[src/hw/rtl/savl_pkg.sv]
// Shared types, register indexes and tap helpers for the state-aggregation value learner.
package savl_pkg;

    localparam int NUM_REGS = 8;
    localparam int REG_IDX_W = 3;
    localparam int TAP_W = 3;

    // Configuration register indexes
    localparam logic [REG_IDX_W-1:0] REG_MIN_X = 3'd0;
    localparam logic [REG_IDX_W-1:0] REG_MIN_Y = 3'd1;
    localparam logic [REG_IDX_W-1:0] REG_INV_X = 3'd2;
    localparam logic [REG_IDX_W-1:0] REG_INV_Y = 3'd3;
    localparam logic [REG_IDX_W-1:0] REG_LRATE = 3'd4;
    localparam logic [REG_IDX_W-1:0] REG_KERN0 = 3'd5;
    localparam logic [REG_IDX_W-1:0] REG_KERN1 = 3'd6;
    localparam logic [REG_IDX_W-1:0] REG_KERN2 = 3'd7;

    // Controller to datapath commands
    typedef struct packed {
        logic             clr;
        logic             load_in;
        logic             bin;
        logic             rd;
        logic             mac;
        logic             pred;
        logic             err;
        logic             base;
        logic             urd;
        logic             uwr;
        logic             out_load;
        logic [TAP_W-1:0] tap;
    } t_cmd;

    // Datapath to controller status
    typedef struct packed {
        logic clr_last;
        logic is_update;
        logic out_free;
    } t_stat;

    // Tap order: chosen action, then per distance the upper and the lower neighbor
    function automatic logic [1:0] tap_dist(input logic [TAP_W-1:0] tap);
        logic [1:0] d;
        case (tap)
            3'd0:          d = 2'd0;
            3'd1, 3'd2:    d = 2'd1;
            3'd3, 3'd4:    d = 2'd2;
            default:       d = 2'd0;
        endcase
        return d;
    endfunction

endpackage

[src/hw/rtl/savl_ctrl.sv]
// Sequencer for the learner: clearing pass, bin, prediction reads, update read-modify-writes.
module savl_ctrl #(
    parameter int KERNEL_TAPS = 3
) (
    input  logic            i_clk,
    input  logic            i_rst_n,
    input  logic            i_in_valid,
    output logic            o_in_ready,
    input  savl_pkg::t_stat i_stat,
    output savl_pkg::t_cmd  o_cmd
);

    localparam int NTAPS = 2 * KERNEL_TAPS - 1;
    localparam logic [savl_pkg::TAP_W-1:0] LAST_TAP = savl_pkg::TAP_W'(NTAPS - 1);

    typedef enum logic [10:0] {
        S_CLEAR = 11'b000_0000_0001,
        S_IDLE  = 11'b000_0000_0010,
        S_BIN   = 11'b000_0000_0100,
        S_RD    = 11'b000_0000_1000,
        S_MAC   = 11'b000_0001_0000,
        S_PRED  = 11'b000_0010_0000,
        S_ERR   = 11'b000_0100_0000,
        S_BASE  = 11'b000_1000_0000,
        S_URD   = 11'b001_0000_0000,
        S_UWR   = 11'b010_0000_0000,
        S_DONE  = 11'b100_0000_0000
    } t_state;

    t_state                     r_state, n_state;
    logic [savl_pkg::TAP_W-1:0] r_tap, n_tap;

    // Next state and command decode
    always_comb begin
        n_state = r_state;
        n_tap   = r_tap;
        o_cmd   = '0;
        o_cmd.tap = r_tap;
        o_in_ready = 1'b0;
        case (r_state)
            S_CLEAR: begin
                o_cmd.clr = 1'b1;
                if (i_stat.clr_last) n_state = S_IDLE;
            end
            S_IDLE: begin
                o_in_ready = 1'b1;
                if (i_in_valid) begin
                    o_cmd.load_in = 1'b1;
                    n_state = S_BIN;
                end
            end
            S_BIN: begin
                o_cmd.bin = 1'b1;
                n_tap = '0;
                n_state = S_RD;
            end
            S_RD: begin
                o_cmd.rd = 1'b1;
                n_state = S_MAC;
            end
            S_MAC: begin
                o_cmd.mac = 1'b1;
                if (r_tap == LAST_TAP) begin
                    n_state = S_PRED;
                end else begin
                    n_tap = r_tap + 1'b1;
                    n_state = S_RD;
                end
            end
            S_PRED: begin
                o_cmd.pred = 1'b1;
                n_state = i_stat.is_update ? S_ERR : S_DONE;
            end
            S_ERR: begin
                o_cmd.err = 1'b1;
                n_state = S_BASE;
            end
            S_BASE: begin
                o_cmd.base = 1'b1;
                n_tap = '0;
                n_state = S_URD;
            end
            S_URD: begin
                o_cmd.urd = 1'b1;
                n_state = S_UWR;
            end
            S_UWR: begin
                o_cmd.uwr = 1'b1;
                if (r_tap == LAST_TAP) begin
                    n_state = S_DONE;
                end else begin
                    n_tap = r_tap + 1'b1;
                    n_state = S_URD;
                end
            end
            S_DONE: begin
                if (i_stat.out_free) begin
                    o_cmd.out_load = 1'b1;
                    n_state = S_IDLE;
                end
            end
            default: begin
                n_state = S_CLEAR;
            end
        endcase
    end

    // State registers
    always_ff @(posedge i_clk) begin
        if (!i_rst_n) begin
            r_state <= S_CLEAR;
            r_tap   <= '0;
        end else begin
            r_state <= n_state;
            r_tap   <= n_tap;
        end
    end

`ifndef SYNTH
    a_mac_after_rd: assert property (@(posedge i_clk) disable iff (!i_rst_n)
        o_cmd.mac |-> $past(o_cmd.rd)) else $error("accumulate without a read");
    a_wr_after_rd: assert property (@(posedge i_clk) disable iff (!i_rst_n)
        o_cmd.uwr |-> $past(o_cmd.urd)) else $error("table write without a read");
    a_tap_range: assert property (@(posedge i_clk) disable iff (!i_rst_n)
        r_tap <= LAST_TAP) else $error("tap counter past last tap");
    a_err_after_pred: assert property (@(posedge i_clk) disable iff (!i_rst_n)
        o_cmd.err |-> $past(o_cmd.pred)) else $error("error step out of order");
`endif

endmodule

[config.mk]
export PLATFORM = sky130hd
export DESIGN_NAME = savl_ctrl
export DESIGN_NICKNAME = d
export VERILOG_FILES = /design/src/hw/rtl/savl_pkg.sv /design/src/hw/rtl/savl_ctrl.sv
export SDC_FILE = /design/constraint.sdc
export NUM_CORES = 1
export LEC_CHECK = 0
export ABC_AREA = 1
export ABC_CLOCK_PERIOD_IN_PS = 2600
export BUFFER_PORTS_ARGS = -buffer_cell sky130_fd_sc_hd__buf_2
export CORE_ASPECT_RATIO = 2
export CORE_MARGIN = 5
export CORE_UTILIZATION = 29
export CTS_CLUSTER_DIAMETER = 30
export DETAILED_ROUTE_END_ITERATION = 10
export PLACE_DENSITY = 0.5
export SYNTH_ARGS = -nofsm -noshare
export SYNTH_HDL_FRONTEND = slang
export SYNTH_SLANG_ARGS = --single-unit
[constraint.sdc]
create_clock -name i_clk -period 2.6 [get_ports i_clk]
set_input_delay 0.52 -clock i_clk [delete_from_list [all_inputs] [get_ports i_clk]]
set_output_delay 0.52 -clock i_clk [all_outputs]
set_load 0.01 [all_outputs]
After elaboration in Yosys (flattened, before gate mapping)
Cells that the tools add are included.

storage, ports and cells
  register bits = 14
  bits in latches = 0
  bits in writable memories = 0
  bits in read-only memories = 0
  input bits = 6
  output and inout bits = 15
  word-level logic and storage cells = 47
  memories = 0

operators by class
  add/subtract/negate cells = 1
  $mul = 0
  divide/modulo/power cells = 0
  magnitude comparators = 0
  eq/ne operators = 16
  shifts and indexed selects = 0
  multiplexer cells = 23
  bitwise operators = 0
  reductions and logical operators = 5

operator list
  operator                                          count
  case mux 11 bit (11 select lines)                 1
  2-to-1 mux 11 bit                                 5
  2-to-1 mux 1 bit                                  14
  == test 11 x 1 -> 1 bit (second input constant)   1
  == test 11 x 10 -> 1 bit (second input constant)  1
  == test 11 bit (second input constant)            1
  == test 11 x 2 -> 1 bit (second input constant)   1
  == test 11 x 3 -> 1 bit (second input constant)   1
  == test 11 x 4 -> 1 bit (second input constant)   1
  == test 11 x 5 -> 1 bit (second input constant)   1
  == test 11 x 6 -> 1 bit (second input constant)   1
  == test 11 x 7 -> 1 bit (second input constant)   1
  == test 11 x 8 -> 1 bit (second input constant)   1
  == test 11 x 9 -> 1 bit (second input constant)   1
  != test 2 bit (second input constant)             4
  2-to-1 mux 6 bit                                  1
  case mux 3 bit (2 select lines)                   1
  OR reduction 2 bit                                2
  adder 3 x 1 -> 3 bit (second input constant)      1
  == test 3 bit (second input constant)             1
  2-to-1 mux 3 bit                                  1
  AND reduction 3 bit                               1
  AND reduction 2 bit                               1
  nonzero test 2 bit                                1

Logic depth before layout (Yosys ltp)
  word-level depth = 4
  depth in mapped cells = 9
  gate-level depth less buffers = 9

Worst setup path before layout
No wires, ideal clock.

  kind = register to output
  start = reg r_state[10]
  end = out o_cmd[12] (netlist bit)
  data arrival time = 0.949 ns
  required time = 2.080 ns
  slack = 1.131 ns
  cell stages (with the launch flop) = 6
  path buffers = 0
  cells stage by stage = dfxtp_1 -> nor2_2 -> nand2_2 -> nor2_4 -> nand2_1 -> nor2_1

RTL lines
  element                 line              source
  from (decl)             savl_ctrl.sv:30   t_state r_state, n_state;
  from (signal assigned)  savl_ctrl.sv:114  r_state <= n_state;
  to (decl)               savl_ctrl.sv:10   output savl_pkg::t_cmd o_cmd

==> summary.md <==
| Metric | Value |
|---|---|
| Port Buffers | `20` |
| Placed Cells | `199` |
| Post-layout util | `36.8%` |
| Die height | `88.9 um` |
| Hold Path Depth | `2` |
| Finished Layout Cells | `203` |
| Setup bufs post-CTS | `0` |
| PwrDens | `714 nW/um^2` |
| Resized cells post-CTS | `0` |
| CP Launch Type | `flop` |
| Commonest cells after routing, fill and taps aside | `34 x inv_1, 33 x nand2_1, 24 x nor2_1, 20 x buf_2, 14 x dfxtp_1` |
| Placer Congestion | `0.739` |
| Status | `completed` |
| FF+latch count, synth | `14` |
| Vias | `922` |
| Avg WL per Cell | `11.1 um` |
| Register area share after synthesis | `31.1%` |
| Critical path arrival | `1360 ps` |
| Worst setup path category | `reg2out` |
| Antenna Violating Nets Remaining | `0` |
| Hold Path Class | `in2reg` |
| Initial antenna violation count | `0` |
| Placed Area | `1040 sq um` |
| GRT Total Usage | `10.7%` |
| Fin. Hold Viols | `0` |
| Crit end category | `primary output` |
| Final HPWL DP | `1.93 mm` |
| Top Ports | `21` |
| Worst slew margin | `82.3%` |
| Leakage | `0.657 nW` |
| Number of global-route vias before repair | `892` |
| Avg Vias per Cell | `4.54` |
| H-tree depth | `1` |
| N_diodes | `0` |
| Count of different cell masters after synthesis | `17` |
| Post-synthesis net count | `157` |
| Tot Pwr | `0.782 mW` |
| Period utilization | `72.4%` |
| Core box area | `2980 sq um` |
| Clk root buf | `clkbuf_8` |
| Required @ worst endpoint | `2080 ps` |
| Final Slew Violations | `0` |
| Layout Skew | `1.80 ps` |
| Starting Density | `30.3%` |
| CTS tree | `done` |
| Clock Latency Late Sink | `250 ps` |
| CTS max path bufs | `2` |
| Fin crit period | `1880 ps` |
| Reg2reg path depth | `8` |
| Final WS setup | `718 ps` |
| Area Overhead vs Synth | `21.4%` |
| Post-CTS Hold Buffers | `0` |
| Worst IR drop on VDD | `0.303 mV` |
| Row count | `28` |
| Fmax | `531 MHz` |
| Slew @ Worst Pin | `266 ps` |
| First-pass GRT wire length | `3.60 mm` |
| Grt total ovfl | `0` |
| Ys Warns | `0` |
| Initial DRC count | `16` |
| CTS Buf Count | `3` |
| Syn Std Cell Area | `902 sq um` |
| Max_cap viols | `0` |
| Die X | `49.4 um` |
| Clock slew at reported path FFs | `60 ps` |
| Largest net degree at the start of global routing | `9` |
| Commonest non-fill, non-tap cell in the layout | `inv_1` |
| Hold_ws | `499 ps` |
| Layout cells sized above 1 | `21.4%` |
| Final setup viols | `0` |
| Layout Nets | `182` |
| Pre-CTS WS | `974 ps` |
| CTS sink cnt | `14` |
| CP Max Fanout | `6` |
| Setup TNS Final | `0 ps` |
| Gate Count Post-Synth | `149` |
| Initial DRT Pass Iterations | `4` |
| DRC violations left | `0` |
| RSZ-0062 raised after global routing | `no` |
| Routed Wire Length | `2.25 mm` |
| Finished Cell Area | `1090 sq um` |
| Total die area | `4390 sq um` |
| Mean Syn Cell Area | `6.05 sq um` |
logic make-up (layout without fill, tap and decap cells):
family	count (synthesis)	after routing	share of synthesized area, %
simple gates	88	88	44.9
buf+inv	34	58	14.1
flops	14	14	31.1
compound gates	10	10	6.10
fa+ha+maj	2	2	2.77
xor+xnor	1	1	0.971
per-layer routing:
layer | vias to the layer above | wire, um | global-route usage, %
met5 | - | 0 | 0
met3 | 5 | 100 | 1.85
met1 | 406 | 840 | 9.73
met4 | 0 | 55 | 5.73
li1 | 496 | - | -
met2 | 15 | 1250 | 21.4
flip-flops by register name, summed over array words and instances (netlist names):
register  count
r_tap         3
r_state      11
synth_stat cells (all sizes together):
cell type / count / area (sq um)
a21oi: 4 / 23.8
nor3: 8 / 40.0
xnor2: 1 / 8.76
a31oi: 1 / 6.26
inv: 34 / 128
nand3: 11 / 60.1
dfxtp: 14 / 280
ha: 2 / 25.0
nor2: 29 / 136
o21ai: 5 / 25.0
nand3b: 1 / 7.51
nand2: 39 / 161
critical path, cell delays in order, from the launching register on:
cell and delay [ps]:
dfxtp_1 340, nor2_2 120, nand2_2 110, nor2_4 180, nand2_1 130, nor2_1 100
buf_2 130
final cells by class:
type / instances / area [sq um]
Sequential cell: 14 / 280
Tap cell: 30 / 37.5
Inverter: 34 / 128
Timing Repair Buffer: 20 / 100
Clock buffer: 4 / 55.1
Fill cell: 338 / 1880
Multi-Input combinational cell: 101 / 494
where the power goes:
part	switching (mW)	internal, mW	leakage, nW
Clock	0.0815	0.134	0.0288
Combinational	0.205	0.108	0.515
Sequential	0.0166	0.236	0.113
final timing paths:
kind,startpoint,end,slack (ps)
max,r_state[10]$_SDFFE_PN0P_,o_cmd[12],720
min,i_rst_n,r_state[0]$_SDFFE_PN1P_,500
max reg2reg,r_state[10]$_SDFFE_PN0P_,r_state[10]$_SDFFE_PN0P_,1150
min reg2reg,r_tap[1]$_SDFFE_PN0P_,r_tap[1]$_SDFFE_PN0P_,520
No activity file was read; power rests on OpenSTA's default activity.
